File: src/rtl/core/buddy_block_allocator_top_assert.svh
// Assertion macros for the buddy block allocator.
// Used at the end of buddy_block_allocator_top; expects clk and rst_n in scope.
`ifndef BUDDY_BLOCK_ALLOCATOR_TOP_ASSERT_SVH
`define BUDDY_BLOCK_ALLOCATOR_TOP_ASSERT_SVH

// Same-cycle implication.
`define BBA_ASSERT_NOW(lbl, ante, cons, msg) \
  lbl: assert property (@(posedge clk) disable iff (!rst_n) (ante) |-> (cons)) \
    else $error(msg);

// Next-cycle implication.
`define BBA_ASSERT_NEXT(lbl, ante, cons, msg) \
  lbl: assert property (@(posedge clk) disable iff (!rst_n) (ante) |=> (cons)) \
    else $error(msg);

`endif

File: src/rtl/core/bba_pkg.sv
// Shared types, constants and functions for the buddy block allocator.
// No dependencies; imported by bba_ctrl, bba_dpath and the top level.
`default_nettype none

package bba_pkg;

  localparam int MAX_ORDER_DEF = 6;
  localparam int ID_WIDTH_DEF  = 8;
  localparam int ORD_W         = 3;   // width of a stored block order
  localparam int NEED_W        = 5;   // rounded request order, up to 16

  localparam logic OP_ALLOC = 1'b0;
  localparam logic OP_QUERY = 1'b1;

  typedef struct packed {
    logic        op;
    logic [7:0]  owner_id;
    logic [15:0] request_size;
    logic [5:0]  query_index;
  } bba_in_t;

  typedef struct packed {
    logic       alloc_done;
    logic [6:0] block_count;
    logic [7:0] owner_out;
    logic       index_valid;
  } bba_out_t;

  typedef enum logic [2:0] {
    ST_IDLE,
    ST_WALK,
    ST_SPLIT,
    ST_CLAIM,
    ST_FINISH
  } bba_state_t;

  // Controller to datapath.
  typedef struct packed {
    logic start;     // load the item, restart the walk at address 0
    logic step;      // advance to the next block
    logic seize;     // latch order of the fitting block before splitting
    logic split;     // halve the block, write its upper buddy
    logic claim;     // write the owner into the fitted block
    logic found;     // capture the queried owner
    logic load_out;  // move the result into the output register
  } bba_cmd_t;

  // Datapath to controller.
  typedef struct packed {
    logic is_query;
    logic at_end;      // walk ran past the region
    logic hit;         // current block fits or is the queried one
    logic exact;       // fitting block already has the needed order
    logic split_last;  // this split reaches the needed order
  } bba_sts_t;

  // Smallest order r with 2^r >= size, capped at 16.
  function automatic logic [NEED_W-1:0] need_order(input logic [15:0] size);
    logic [NEED_W-1:0] r;
    r = '0;
    for (int i = 0; i < 16; i++) begin
      if ((17'(1) << i) < 17'(size)) begin
        r = NEED_W'(i + 1);
      end
    end
    return r;
  endfunction

endpackage

`default_nettype wire

File: src/rtl/core/bba_ctrl.sv
// Control state machine of the buddy block allocator.
// Depends on bba_pkg; drives bba_dpath through bba_cmd_t.
`default_nettype none

module bba_ctrl (
  input  wire              clk,
  input  wire              rst_n,
  input  wire              in_valid,
  output logic             in_stall,
  output logic             out_valid,
  input  wire              out_stall,
  input  bba_pkg::bba_sts_t sts,
  output bba_pkg::bba_cmd_t cmd
);
  import bba_pkg::*;

  bba_state_t state_r, state_nxt;
  logic       out_valid_r, out_valid_nxt;

  always_ff @(posedge clk) begin
    if (!rst_n) begin
      state_r     <= ST_IDLE;
      out_valid_r <= 1'b0;
    end else begin
      state_r     <= state_nxt;
      out_valid_r <= out_valid_nxt;
    end
  end

  always_comb begin
    state_nxt = state_r;
    cmd       = '0;
    case (state_r)
      ST_IDLE: begin
        if (in_valid) begin
          cmd.start = 1'b1;
          state_nxt = ST_WALK;
        end
      end
      ST_WALK: begin
        if (sts.at_end) begin
          state_nxt = ST_FINISH;
        end else if (sts.hit) begin
          if (sts.is_query) begin
            cmd.found = 1'b1;
            state_nxt = ST_FINISH;
          end else if (sts.exact) begin
            cmd.claim = 1'b1;
            state_nxt = ST_FINISH;
          end else begin
            cmd.seize = 1'b1;
            state_nxt = ST_SPLIT;
          end
        end else begin
          cmd.step = 1'b1;
        end
      end
      ST_SPLIT: begin
        cmd.split = 1'b1;
        if (sts.split_last) begin
          state_nxt = ST_CLAIM;
        end
      end
      ST_CLAIM: begin
        cmd.claim = 1'b1;
        state_nxt = ST_FINISH;
      end
      ST_FINISH: begin
        // hold until the output register is free or being drained
        if (!out_valid_r || !out_stall) begin
          cmd.load_out = 1'b1;
          state_nxt    = ST_IDLE;
        end
      end
      default: begin
        state_nxt = ST_IDLE;
      end
    endcase
  end

  always_comb begin
    if (cmd.load_out) begin
      out_valid_nxt = 1'b1;
    end else if (out_valid_r && !out_stall) begin
      out_valid_nxt = 1'b0;
    end else begin
      out_valid_nxt = out_valid_r;
    end
  end

  assign in_stall  = (state_r != ST_IDLE);
  assign out_valid = out_valid_r;

endmodule

`default_nettype wire

File: src/rtl/core/bba_dpath.sv
// Datapath of the buddy block allocator: block store, walk address, count,
// result and output registers. Depends on bba_pkg; commanded by bba_ctrl.
`default_nettype none

module bba_dpath #(
  parameter int MAX_ORDER = bba_pkg::MAX_ORDER_DEF,
  parameter int ID_WIDTH  = bba_pkg::ID_WIDTH_DEF
) (
  input  wire               clk,
  input  wire               rst_n,
  input  wire               cfg_wr_en,
  input  wire  [2:0]        cfg_wr_data,
  input  bba_pkg::bba_in_t  in_data,
  input  bba_pkg::bba_cmd_t cmd,
  output bba_pkg::bba_sts_t sts,
  output bba_pkg::bba_out_t out_data
);
  import bba_pkg::*;

  localparam int AW    = MAX_ORDER;
  localparam int AW1   = MAX_ORDER + 1;
  localparam int DEPTH = 1 << MAX_ORDER;
  localparam int IDX_W = (ID_WIDTH > 8) ? ID_WIDTH : 8;
  localparam int ENT_W = ORD_W + ID_WIDTH;

  // Block store, indexed by unit address: {order, owner}.
  logic [ENT_W-1:0]    mem_r [DEPTH];
  logic [DEPTH-1:0]    vld_r;
  logic [ENT_W-1:0]    rd_data_r;
  logic                rd_vld_r;

  logic [ORD_W-1:0]    tot_r;
  logic [AW1-1:0]      cnt_r;
  logic [AW1-1:0]      addr_r, addr_nxt;
  logic [AW1-1:0]      k_r;
  logic [ORD_W-1:0]    ord_r;
  logic                op_r;
  logic [ID_WIDTH-1:0] id_r;
  logic [NEED_W-1:0]   need_r;
  logic [5:0]          qidx_r;
  logic                res_done_r;
  logic [7:0]          res_own_r;
  logic                res_vld_r;
  bba_out_t            out_data_r;

  logic [ORD_W-1:0]    cur_ord;
  logic [ID_WIDTH-1:0] cur_owner;
  logic [AW1-1:0]      limit;
  logic                in_range;
  logic                fit;
  logic                at_idx;
  logic [ORD_W-1:0]    ord_dec;
  logic [AW1-1:0]      buddy;
  logic                wr_en;
  logic [AW-1:0]       wr_addr;
  logic [ENT_W-1:0]    wr_data;
  logic [IDX_W-1:0]    id_ext;
  logic [IDX_W-1:0]    own_ext;
  logic [ORD_W-1:0]    cfg_sat;

  // An entry never written since init reads as its init value.
  always_comb begin
    if (rd_vld_r) begin
      cur_ord   = rd_data_r[ENT_W-1 -: ORD_W];
      cur_owner = rd_data_r[ID_WIDTH-1:0];
    end else begin
      cur_ord   = (addr_r == '0) ? tot_r : '0;
      cur_owner = '0;
    end
  end

  assign limit    = AW1'(1) << tot_r;
  assign in_range = (addr_r < limit);
  assign fit      = (cur_owner == '0) && (NEED_W'(cur_ord) >= need_r);
  assign at_idx   = (7'(k_r) == 7'(qidx_r));
  assign ord_dec  = ord_r - ORD_W'(1);
  assign buddy    = addr_r + (AW1'(1) << ord_dec);
  assign id_ext   = IDX_W'(in_data.owner_id);
  assign own_ext  = IDX_W'(cur_owner);
  assign cfg_sat  = (cfg_wr_data > ORD_W'(MAX_ORDER)) ? ORD_W'(MAX_ORDER) : cfg_wr_data;

  always_comb begin
    sts.is_query   = (op_r == OP_QUERY);
    sts.at_end     = !in_range;
    sts.hit        = in_range && ((op_r == OP_QUERY) ? at_idx : fit);
    sts.exact      = (NEED_W'(cur_ord) == need_r);
    sts.split_last = (NEED_W'(ord_dec) == need_r);
  end

  // Split writes the upper buddy; claim writes the fitted block itself.
  always_comb begin
    wr_en = cmd.split | cmd.claim;
    if (cmd.split) begin
      wr_addr = buddy[AW-1:0];
      wr_data = {ord_dec, {ID_WIDTH{1'b0}}};
    end else begin
      wr_addr = addr_r[AW-1:0];
      wr_data = {need_r[ORD_W-1:0], id_r};
    end
  end

  always_comb begin
    if (cmd.start) begin
      addr_nxt = '0;
    end else if (cmd.step) begin
      addr_nxt = addr_r + (AW1'(1) << cur_ord);
    end else begin
      addr_nxt = addr_r;
    end
  end

  // Read ahead: data for the next walk address lands with it.
  always_ff @(posedge clk) begin
    if (wr_en) begin
      mem_r[wr_addr] <= wr_data;
    end
    rd_data_r <= mem_r[addr_nxt[AW-1:0]];
    rd_vld_r  <= vld_r[addr_nxt[AW-1:0]];
  end

  always_ff @(posedge clk) begin
    if (!rst_n) begin
      tot_r <= ORD_W'(MAX_ORDER);
      cnt_r <= AW1'(1);
      vld_r <= '0;
    end else if (cfg_wr_en) begin
      tot_r <= cfg_sat;
      cnt_r <= AW1'(1);
      vld_r <= '0;
    end else begin
      if (wr_en) begin
        vld_r[wr_addr] <= 1'b1;
      end
      if (cmd.split) begin
        cnt_r <= cnt_r + AW1'(1);
      end
    end
  end

  always_ff @(posedge clk) begin
    addr_r <= addr_nxt;
    if (cmd.start) begin
      op_r       <= in_data.op;
      id_r       <= id_ext[ID_WIDTH-1:0];
      need_r     <= need_order(in_data.request_size);
      qidx_r     <= in_data.query_index;
      k_r        <= '0;
      res_done_r <= 1'b0;
      res_own_r  <= '0;
      res_vld_r  <= 1'b0;
    end else begin
      if (cmd.step) begin
        k_r <= k_r + AW1'(1);
      end
      if (cmd.claim) begin
        res_done_r <= 1'b1;
      end
      if (cmd.found) begin
        res_own_r <= own_ext[7:0];
        res_vld_r <= 1'b1;
      end
    end
    if (cmd.seize) begin
      ord_r <= cur_ord;
    end else if (cmd.split) begin
      ord_r <= ord_dec;
    end
    if (cmd.load_out) begin
      out_data_r.alloc_done  <= res_done_r;
      out_data_r.block_count <= 7'(cnt_r);
      out_data_r.owner_out   <= res_own_r;
      out_data_r.index_valid <= res_vld_r;
    end
  end

  assign out_data = out_data_r;

endmodule

`default_nettype wire

File: src/rtl/core/buddy_block_allocator_top.sv
// Buddy block allocator: one result beat per input beat, one item at a time.
// The walk visits one block per cycle; a fitting block that is too large is split down
// to the needed order before it is claimed. A new item is taken on return to idle,
// even while the previous result waits. Synchronous reset: one free block of order
// MAX_ORDER, output empty; a total_order write restores one free block at once.
`default_nettype none

module buddy_block_allocator_top #(
  parameter int MAX_ORDER = bba_pkg::MAX_ORDER_DEF,
  parameter int ID_WIDTH  = bba_pkg::ID_WIDTH_DEF
) (
  input  wire               clk,
  input  wire               rst_n,
  input  wire               cfg_wr_en,
  input  wire  [2:0]        cfg_wr_data,
  input  wire               in_valid,
  output logic              in_stall,
  input  bba_pkg::bba_in_t  in_data,
  output logic              out_valid,
  input  wire               out_stall,
  output bba_pkg::bba_out_t out_data
);
  import bba_pkg::*;

  bba_cmd_t   cmd;
  bba_sts_t   sts;
  logic [4:0] cmd_bits;
  logic       alloc_beat;
  logic       no_query_fields;

  bba_ctrl u_ctrl (
    .clk      (clk),
    .rst_n    (rst_n),
    .in_valid (in_valid),
    .in_stall (in_stall),
    .out_valid(out_valid),
    .out_stall(out_stall),
    .sts      (sts),
    .cmd      (cmd)
  );

  bba_dpath #(
    .MAX_ORDER(MAX_ORDER),
    .ID_WIDTH (ID_WIDTH)
  ) u_dpath (
    .clk        (clk),
    .rst_n      (rst_n),
    .cfg_wr_en  (cfg_wr_en),
    .cfg_wr_data(cfg_wr_data),
    .in_data    (in_data),
    .cmd        (cmd),
    .sts        (sts),
    .out_data   (out_data)
  );

  assign cmd_bits        = {cmd.step, cmd.seize, cmd.split, cmd.claim, cmd.found};
  assign alloc_beat      = out_valid && out_data.alloc_done;
  assign no_query_fields = !out_data.index_valid && (out_data.owner_out == 8'd0);

`include "buddy_block_allocator_top_assert.svh"

  `BBA_ASSERT_NEXT(a_busy, in_valid && !in_stall, in_stall, "accepted beat left block idle")
  `BBA_ASSERT_NOW(a_one_command, 1'b1, $onehot0(cmd_bits), "conflicting datapath commands")
  `BBA_ASSERT_NOW(a_count_nz, out_valid, out_data.block_count != 7'd0, "zero block count")
  `BBA_ASSERT_NOW(a_alloc_fields, alloc_beat, no_query_fields, "alloc beat has query fields")

endmodule

`default_nettype wire

File: config.mk
export PLATFORM = sky130hd
export DESIGN_NAME = buddy_block_allocator_top
export DESIGN_NICKNAME = d
export VERILOG_FILES = /design/src/rtl/core/bba_pkg.sv /design/src/rtl/core/bba_ctrl.sv /design/src/rtl/core/bba_dpath.sv /design/src/rtl/core/buddy_block_allocator_top.sv
export VERILOG_INCLUDE_DIRS = /design/src /design/src/rtl/core
export SDC_FILE = /design/constraint.sdc
export NUM_CORES = 1
export LEC_CHECK = 0
export CAP_MARGIN = 20
export CORE_UTILIZATION = 33
export DETAILED_ROUTE_END_ITERATION = 7
export DONT_BUFFER_PORTS = 1
export GPL_TIMING_DRIVEN = 0
export HOLD_SLACK_MARGIN = 0.12
export PLACE_DENSITY = 0.58
export SYNTH_ARGS = -nofsm -noshare
export SYNTH_HDL_FRONTEND = slang
export SYNTH_SLANG_ARGS = --single-unit
File: constraint.sdc
create_clock -name clk -period 13 [get_ports clk]
set_clock_uncertainty 0.15 [all_clocks]
set_input_delay 1.95 -clock clk [delete_from_list [all_inputs] [get_ports clk]]
set_output_delay 1.95 -clock clk [all_outputs]
set_load 0.02 [all_outputs]
**Yosys cells after proc, flatten, opt, wreduce, memory -nomap -nowiden**

Memory sizes are Yosys's and may differ from the RTL's. A register that Yosys moved wholly into a read port is not among the register bits.
Cells that the tools add are included.

- Bits in registers: 143
- Bits in latches: 0
- Bits in writable memories: 704
- Memory bits (read-only): 0
- Input bits: 39
- Output and inout bits: 19
- Word-level logic and storage cells: 141
- Memories: 1

Memory list:

| memory | words | bits a word | rd ports | clocked after memory_dff | wr ports | RTL line | text |
|---|---|---|---|---|---|---|---|
| u_dpath.mem_r | 64 | 11 | 1 | 1 | 1 | bba_dpath.sv:27 | `logic [ENT_W-1:0] mem_r [DEPTH];` |

- $add $sub $neg: 5
- Multiply operators: 0
- Div/mod/pow operators: 0
- $lt $le $gt $ge: 22
- Equality and inequality tests: 11
- Shift operators: 3
- Muxes and demuxes: 60
- Bitwise gates (word level): 3
- Reductions and logical operators: 15

Operators by type and width:

| operator | number |
|---|---|
| $or 64x64->64 | 1 |
| $mux 3 | 16 |
| $mux 4 | 8 |
| $mux 1 | 21 |
| $mux 6 | 3 |
| $lt 1x16->1 const A | 1 |
| $lt 10x16->1 const A | 1 |
| $lt 11x16->1 const A | 1 |
| $lt 12x16->1 const A | 1 |
| $lt 13x16->1 const A | 1 |
| $lt 14x16->1 const A | 1 |
| $lt 15x16->1 const A | 1 |
| $lt 16x16->1 const A | 1 |
| $lt 2x16->1 const A | 1 |
| $lt 3x16->1 const A | 1 |
| $lt 4x16->1 const A | 1 |
| $lt 5x16->1 const A | 1 |
| $lt 6x16->1 const A | 1 |
| $lt 7x16->1 const A | 1 |
| $lt 8x16->1 const A | 1 |
| $lt 9x16->1 const A | 1 |
| $pmux 3 s5 | 1 |
| $add 7x1->7 const B | 2 |
| $lt 6x7->1 const B | 2 |
| 35 further kinds | 49 |

**Depth between registers and ports, before layout**

Gate-level depths: netlist of the first run.

- Depth after elaboration: 16
- Depth in mapped cells: 19
- Gate-level depth less buffers: 17

**Cells and area by module**

A second synthesis of the first run with hierarchy kept.

- Cell total of the unflattened synthesis: 2652
- Area total of the unflattened synthesis: 35723.0 um^2

Modules (own cells, without submodules):

| module | instances | cells each | area each (um^2) | seq. area each (um^2) |
|---|---|---|---|---|
| bba_dpath | 1 | 2616 | 35424.0 | 24543.5 |
| bba_ctrl | 1 | 36 | 299.0 | 80.1 |

**Worst setup path before layout of the first run**

Ideal clock, no wire load.

- Path kind: reg2reg
- Start: register u_ctrl.state_r[2]
- End: memory u_dpath.mem_r[0][8] in the netlist's numbering (data pin)
- Setup time: 0.702 ns
- Arrival: 3.503 ns
- Data required time: 12.148 ns
- Setup slack: 8.645 ns
- Stages on the path, launching flop included: 6
- Buffers on the path: 2
- Clock period less this slack: 4.355 ns
- Path through: dfxtp_1 -> nor2_1 -> nand2_1 -> clkbuf_1 -> clkbuf_1 -> o21ai_0

- Cells in the longest elaborated chain, start to end: 3

Ends and longest elaborated chain:

| element | RTL line | text |
|---|---|---|
| start, declared | bba_ctrl.sv:17 | `bba_state_t state_r, state_nxt;` |
| start signal, assigned | bba_ctrl.sv:25 | `state_r <= state_nxt;` |
| $eq 3x2->1 | bba_ctrl.sv:33 | `case (state_r)` |
| $mux 1 | bba_ctrl.sv:33 |  |
| $mux 11 | bba_dpath.sv:93 | `if (cmd.split) begin` |
| net u_dpath.wr_data[8] | bba_dpath.sv:56 | `logic [ENT_W-1:0] wr_data;` |
| end, declared | bba_dpath.sv:27 |  |

The timed path passes the listed nets, and every way through them passes these cells.

**Final worst setup path of the first run**

- Start: register u_dpath.addr_r[1]
- End: register u_dpath.rd_data_r[5], read port of u_dpath.mem_r

- Cells in the longest elaborated chain, start to end: 12
- Elaborated cells on any way between the ends: 15
- Those cells by class: add/sub (1); order compare (2); shift (1); mux (8); reduce/logical (3)

Ends and longest elaborated chain:

| element | RTL line | text |
|---|---|---|
| start, declared | bba_dpath.sv:34 | `logic [AW1-1:0] addr_r, addr_nxt;` |
| start signal, assigned | bba_dpath.sv:141 | `addr_r <= addr_nxt;` |
| $logic_not 7->1 | bba_dpath.sv:67 | `cur_ord = (addr_r == '0) ? tot_r : '0;` |
| $mux 3 | bba_dpath.sv:67 |  |
| $mux 3 | bba_dpath.sv:63 | `if (rd_vld_r) begin` |
| $ge 3x5->1 | bba_dpath.sv:74 | `assign fit = (cur_owner == '0) && (NEED_W'(cur_ord) >= need_r);` |
| $logic_and 1x1->1 | bba_dpath.sv:74 |  |
| $mux 1 | bba_dpath.sv:85 | `sts.hit = in_range && ((op_r == OP_QUERY) ? at_idx : fit);` |
| $logic_and 1x1->1 | bba_dpath.sv:85 |  |
| $mux 1 | bba_ctrl.sv:43 | `end else if (sts.hit) begin` |
| $mux 2 | bba_ctrl.sv:41 | `if (sts.at_end) begin` |
| $mux 2 | bba_ctrl.sv:33 |  |
| $mux 6 * | bba_dpath.sv:105 | `end else if (cmd.step) begin` |
| $mux 6 * | bba_dpath.sv:103 | `if (cmd.start) begin` |
| end, declared | bba_dpath.sv:29 | `logic [ENT_W-1:0] rd_data_r;` |

Mark *: on every way between the ends. The rest lies on a longest branch, timed or not.
A chain may end at the register's enable or synchronous reset.

==> results of run 1 <==
[routing by layer]
layer  share of wire (%)  global-route usage (%)
met2                  47                    30.3
met4                 2.8                    6.02
met5                   0                       0
met3                 7.8                    3.43
met1                  42                    24.8
[how the worst max path moves through the flow]
stage,start,endpoint,depth (start not counted)
after global placement,u_ctrl.state_r[2],u_dpath.mem_r[23][8],5
after CTS,u_dpath.addr_r[1],u_dpath.rd_data_r[5],17
after detailed placement,u_dpath.addr_r[1],u_dpath.rd_data_r[5],17
final,u_dpath.addr_r[1],u_dpath.rd_data_r[5],17
after global routing,u_dpath.addr_r[1],u_dpath.rd_data_r[7],17
after floorplan,u_ctrl.state_r[2],u_dpath.mem_r[0][8],5
[registers in the layout (all words and copies together) (netlist names)]
register and count:
u_ctrl.out_valid 1, u_dpath.cnt_r 7, u_dpath.op_r 1, u_dpath.tot_r 3, u_dpath.res_own_r 8, u_dpath.rd_data_r 11
u_ctrl.state_r 3, u_dpath.id_r 8, u_dpath.res_done_r 1, u_dpath.out_data 17, u_dpath.addr_r 7, u_dpath.k_r 7
u_dpath.ord_r 3, u_dpath.qidx_r 6, u_dpath.rd_vld_r 1, u_dpath.need_r 5, u_dpath.res_vld_r 1, u_dpath.vld_r 64
u_dpath.mem_r 704
[final cells by class]
class                           count  share of cell area, %
Buffer                            152                   1.69
Clock buffer                      130                   6.43
Clock inverter                     39                  0.854
Inverter                           17                  0.162
Multi-Input combinational cell   1688                   22.6
Sequential cell                   858                   62.5
Tap cell                         1368                   4.34
Timing Repair Buffer               48                   1.42
[kinds of logic (layout without fill, tap and decap cells)]
family                     count (synthesis)  count (layout)
AOI/OAI and AO/OA                        326             326
xor gates and xnor gates                  31              31
adders and majority gates                 29              29
buffers and inverters                    169             386
DFF                                      858             858
muxes                                     55              55
and+or+nand+nor                         1247            1247
[power by group through the flow]
stage	sequential (W)	clock (W)	combinational (W)
detailed placement	0.00322	0	0.00224
global route	0.00317	0.00265	0.00240
CTS	0.00317	0.00254	0.00224
floorplan	0.00321	0	0.00132
finish	0.00317	0.00251	0.00226
global placement	0.00325	0	0.00219
[cells in the mapped netlist, types with 4 or more instances]
library cell / n / area [um^2]
and3_1: 4 / 25.0
nand4_1: 57 / 357
o21a_1: 66 / 495
xor2_1: 17 / 149
buf_2: 47 / 235
o21ai_0: 18 / 90.1
dfxtp_1: 114 / 2280
edfxtp_1: 744 / 22300
nand3_1: 261 / 1310
a31oi_1: 98 / 613
a21oi_1: 41 / 205
nand2_1: 738 / 2770
ha_1: 27 / 338
clkbuf_1: 78 / 293
nor4_1: 18 / 113
mux2i_1: 52 / 521
inv_1: 16 / 60.1
nor3_1: 6 / 30.0
nor2_1: 107 / 402
a41oi_1: 12 / 105
xnor2_1: 14 / 123
a32oi_1: 49 / 429
or3_1: 8 / 50.1
and2_1: 15 / 93.8
buf_1: 21 / 78.8
nand3b_1: 5 / 37.5
nand2b_1: 6 / 37.5
nor2b_1: 10 / 62.6
a21o_1: 14 / 105
[metrics by stage]
stage | cell area [um^2] | cells | hold slack [ns] | setup slack [ns]
after global placement | 35900 | 4083 | 0.278 | 3.22
after detailed placement | 36300 | 4100 | 0.283 | 7.23
after global routing | 39400 | 4300 | 0.303 | 6.71
after CTS | 39200 | 4269 | 0.298 | 7.19
final | 39400 | 4300 | 0.287 | 6.93
after floorplan | 34200 | 2715 | 0.258 | 8.64
==> run metrics, run 1 <==
Die Ht=324 um; n_diodes=0; antenna violations before repair=1; WL/cell=roughly 23 um; fraction of synthesized area in multiplexers=1.66%; Worst setup SP type=flop; Tcrit/Tclk final=between 40% and 50%; status=finished clean; Synth Cell Area=around 0.034 mm^2; most used cell, CP=and3_1; post-layout net count=just under 3,000; reg2reg setup slack=6.93 ns; reg2reg end=u_dpath.rd_data_r[5]; Final Max Tran Viols=0; RSZ-0062 raised after global routing=no; number of clock sinks=858; crit-path max cell delay=~0.9 ns; global placement routability congestion=roughly 0.9; WHS Endpoint=u_dpath.out_data[1]; fmax=around 0.16 GHz; Synth Area in Adders=1.10%; WP buf/inv=4; first-pass GRT wire length=roughly 140,000 um; Layout Utilization=38.5%; Sw Share=34.8%; Post-synth EDFFs=744; xor and xnor area share after synthesis=0.793%; number of I/O pins=58; Synth Warn #=0; syn_area_per_cell=around 13 um^2; Pint=approximately 0.0052 W; final WL=approximately 100,000 um; # setup viols final=0; Peak VDD IR=around 0.00012 V; hpwl dp=65,500 um; TritonCTS buffer count=90; Final Hold Fails=0; core area=0.102 mm^2; Hold Crit Class=reg2reg; DR iter-0 viols=roughly 2,600; H-tree depth=3; worst r2r src=u_dpath.addr_r[1]; critical path fanouts, max=11; Root Buffer=clkbuf_16; worst hold path stage count=0; Yosys cell types=58; CP Capture Type=flop; R2R depth=17; slew margin rel.=between 20% and 30%; via/cell ratio=5.25; Setup TNS Final=0 ns; critical path's slowest cell=o21ai_1; synthesis-to-finish area growth=15.2%; Final Total Pwr=about 0.008 W; Worst EP arrival=approximately 6.4 ns; Worst path top cell family by delay=compound AO/OA/AOI/OAI gates; max-capacitance violation count=0; maximum clock path buffer count=3; P per Cell Area=between 200 and 250 mW/mm^2; Synth Flop Type=edfxtp_1; Compound-Gate Fraction of Synth Area=about 6.6%; sequential share of the synthesized area=between 70% and 80%; starting density of the core=between 30% and 40%; Logic pwr share=between 20% and 30%; area of the multi-input gates=between 0.008 and 0.009 mm^2; Post-route DRC=0; Port Buffers=0; worst slew pin tran=roughly 1.1 ns; # rows=117; Worst-path clk slew=approximately 0.06 ns; share of layout cells above drive strength 1=8.63%; fin crit period=approximately 6 ns; Net Switching=between 0.002 and 0.003 W; simple-gate share of the synthesized area=around 16%; remaining global-route overflow=0; largest net degree at the start of global routing=65; leading cell types in the layout, fill and taps excluded=744 x edfxtp_1, 738 x nand2_1, 261 x nand3_1; post_cts resized=0; most common cell after layout, fill and taps aside=edfxtp_1; Critical Path RT=13.35 ns; Mapped Cells=between 2,000 and 3,000; Reg area=about 0.025 mm^2; vias=between 20,000 and 25,000; CTS tree=yes; Synth async-reset ratio=0%; Clk pwr share=approximately a third; Seq cells post-synth=about 860; largest family of logic cells by synthesized area=simple AND/OR/NAND/NOR gates; vias in the first global route=21,193; sequential share of power=between 30 and 40%; Syn Nets=2,783; Setup Buffers After CTS=0; Total GRT Usage=18.5%; fill count=between 9,000 and 10,000; total iterations of the first detailed-routing run=6; Final ANT Viol Nets=0; Die Footprint=0.105 mm^2; hold path start=u_dpath.res_own_r[0]; CP Cell Sequence=nor2_1, and3_1, a22oi_1, inv_1, ha_1, nand2_1, o21ai_0, nand4b_1, and3_1, buf_6, o21ai_1, buf_2, clkbuf_1, nand3_1, nand4_1, a41oi_1, a21o_1; Setup CP Type=reg2reg; Post-CTS Hold Buffers=0; leakage=about 13 nW; Die Wd=between 300 and 400 um; clk_lat worst skew=0.66 ns
(Power assumes the default switching activity.)
==> inputs of run 2 (changes only) <==
==> constraint.sdc (replaced) <==
create_clock -name clk -period 5.65 [get_ports clk]
set_clock_uncertainty 0.15 [all_clocks]
set_input_delay 0.8475 -clock clk [delete_from_list [all_inputs] [get_ports clk]]
set_output_delay 0.8475 -clock clk [all_outputs]
set_load 0.02 [all_outputs]
==> run 2 against run 1 <==
  * Non-clock buffer count rose by 6
  * Clock-buffer cell count did not move
  * Sequential share of layout area fell by 0.24 points
  * Wire length rose by 0.25%
  * Core utilization rose by 0.15 points
  * Maximum frequency rose by 9.9%
  * Highest routed layer unchanged
  * Combinational power rose by 130%
==> run metrics, run 2 (synthesized netlist as in run 1, its figures left out) <==
status=finished clean; number of I/O pins=58 (unchanged); Root Buffer=clkbuf_16; # rows=117 (unchanged); Hold Slack=0.142 ns (-0.145 ns); CP Capture Type=flop; TritonCTS buffer count=90 (unchanged); Total GRT Usage=18.6% (+0.025 points); vias=22,477 (-0.42%); Setup CP Type=reg2reg; fin crit period=5.52 ns (-0.546 ns); critical path's slowest cell=o21ai_2; fill count=9,650 (-0.13%); # setup viols final=0 (unchanged); final WL=98,600 um (+0.25%); global placement routability congestion=0.901 (unchanged); Critical Path RT=6.01 ns (-7.34 ns); remaining global-route overflow=0 (unchanged); Worst EP arrival=5.88 ns (-0.54 ns); maximum clock path buffer count=3 (unchanged); max-capacitance violation count=0 (unchanged); Tcrit/Tclk final=97.7% (+51 points); RSZ-0062 raised after global routing=yes; DR iter-0 viols=2,748 (+4.6%); leakage=13.3 nW (+0.48%); Final ANT Viol Nets=0 (unchanged); CP Cell Sequence=nor2_1, and3_1, a22o_1, inv_1, ha_1, nor2b_1, o21ai_0, nand4b_1, and3_1, buf_6, o21ai_2, buf_2, clkbuf_1, nand3_1, nand4_1, a41oi_1, a21o_1; starting density of the core=33.4% (unchanged); Post-route DRC=0 (unchanged); fmax=0.181 GHz (+9.9%); via/cell ratio=5.22 (-0.58%); Placed Area=0.0363 mm^2 (unchanged); clk_lat worst skew=0.66 ns (about the same); P per Cell Area=463 mW/mm^2 (+130%); total iterations of the first detailed-routing run=5 (-1); first-pass GRT wire length=142,000 um (+0.17%); Setup TNS Final=0 ns (unchanged); vias in the first global route=21,246 (+0.25%); CTS tree=yes; post-layout net count=2,929 (+0.21%); Die Footprint=0.105 mm^2 (unchanged); Die Ht=324 um (unchanged); Worst-path clk slew=0.06 ns (about the same); crit-path max cell delay=0.60 ns (-0.30 ns); antenna violations before repair=0 (-1); hpwl dp=65,500 um (unchanged); critical path fanouts, max=10 (-1); Die Wd=324 um (unchanged); Port Buffers=0 (unchanged); most used cell, CP=and3_1; most common cell after layout, fill and taps aside=edfxtp_1; H-tree depth=3 (unchanged); share of layout cells above drive strength 1=9.50% (+0.87 points); Setup Buffers After CTS=0 (unchanged); Reg area=0.0246 mm^2 (about the same); number of clock sinks=858 (unchanged); Peak VDD IR=0.000276 V (+130%); Final Hold Fails=0 (unchanged); cell area after layout=0.0396 mm^2 (+0.39%); Final Max Tran Viols=0 (unchanged); Hold Crit Class=in2reg; Largest Register=u_dpath.mem_r; max FFs per register=704 (unchanged); Worst setup SP type=flop; WL/cell=22.9 um (about the same); worst slew pin tran=1.12 ns (-0.0270 ns); area of the multi-input gates=0.00900 mm^2 (+0.83%); synthesis-to-finish area growth=15.6%; slew margin rel.=25.1% (+2.0 points); leading cell types in the layout, fill and taps excluded=744 x edfxtp_1, 738 x nand2_1, 261 x nand3_1; largest net degree at the start of global routing=65 (unchanged); core area=0.102 mm^2 (unchanged)
[run 2: metal layers]
layer / vias up / track usage [%] / routed length (um)
met4: 0 / 5.66 / 2610
met5: - / 0 / 0
met2: 926 / 30.6 / 47100
met1: 11115 / 24.7 / 41300
li1: 10283 / - / -
met3: 153 / 3.57 / 7610
[run 2: timing repair]
| item | 4_1_cts | 5_1_grt |
|---|---|---|
| endpoints found under the hold margin | 8 | 0 |
| resized for setup | 2 | 30 |
| endpoints found under the setup margin | 12 | 365 |
| hold buffers | 7 | 0 |
[run 2: stage by stage]
step | worst slack (ns) | utilization [%] | total power [W] | cells
floorplan | 1.29 | - | 0.0104 | 2715
CTS | 0.0256 | 38.4 | 0.0183 | 4275
detailed placement | -0.116 | 35.5 | 0.0126 | 4100
finish | 0.129 | 38.7 | 0.0183 | 4307
global route | -0.0759 | 38.7 | 0.0190 | 4306
global placement | -4.13 | 35.1 | 0.0125 | 4083
[run 2: final timing paths]
| kind | startpoint | endpoint | slack, ns | depth (start not counted) |
|---|---|---|---|---|
| min | in_data[22] | u_dpath.id_r[0] | 0.14 | 0 |
| min reg2reg | u_dpath.res_own_r[0] | u_dpath.out_data[1] | 0.29 | 0 |
| max reg2reg | u_dpath.addr_r[2] | u_dpath.rd_data_r[5] | 0.13 | 17 |
| max | u_dpath.addr_r[2] | u_dpath.rd_data_r[5] | 0.13 | 17 |
[run 2: layout make-up]
class                      instances  area share [%]
clock buffer                     130            6.40
timing repair buffer              55            1.59
sequential                       858            62.2
antenna                            1         0.00632
buffer                           151            1.70
multi-input combinational       1688            22.7
inverter                          17           0.161
clock inverter                    39           0.851
tap                             1368            4.33
[run 2: critical path: cells and delay by family, from the launching register on]
family,cells,cell delay [ns]
simple gates,7,1.45
compound gates,5,1.57
fa+ha+maj,1,0.33
buf+inv,4,1.41
flops,1,0.43
[run 2: where the power goes]
part | switching, W | leakage, nW | internal, W | total, W
Combinational | 0.00382 | 4.23 | 0.00143 | 0.00525
Clock | 0.00245 | 1.42 | 0.00332 | 0.00577
Sequential | 0.000107 | 7.62 | 0.00718 | 0.00729
Total | 0.00639 | 13.3 | 0.0119 | 0.0183
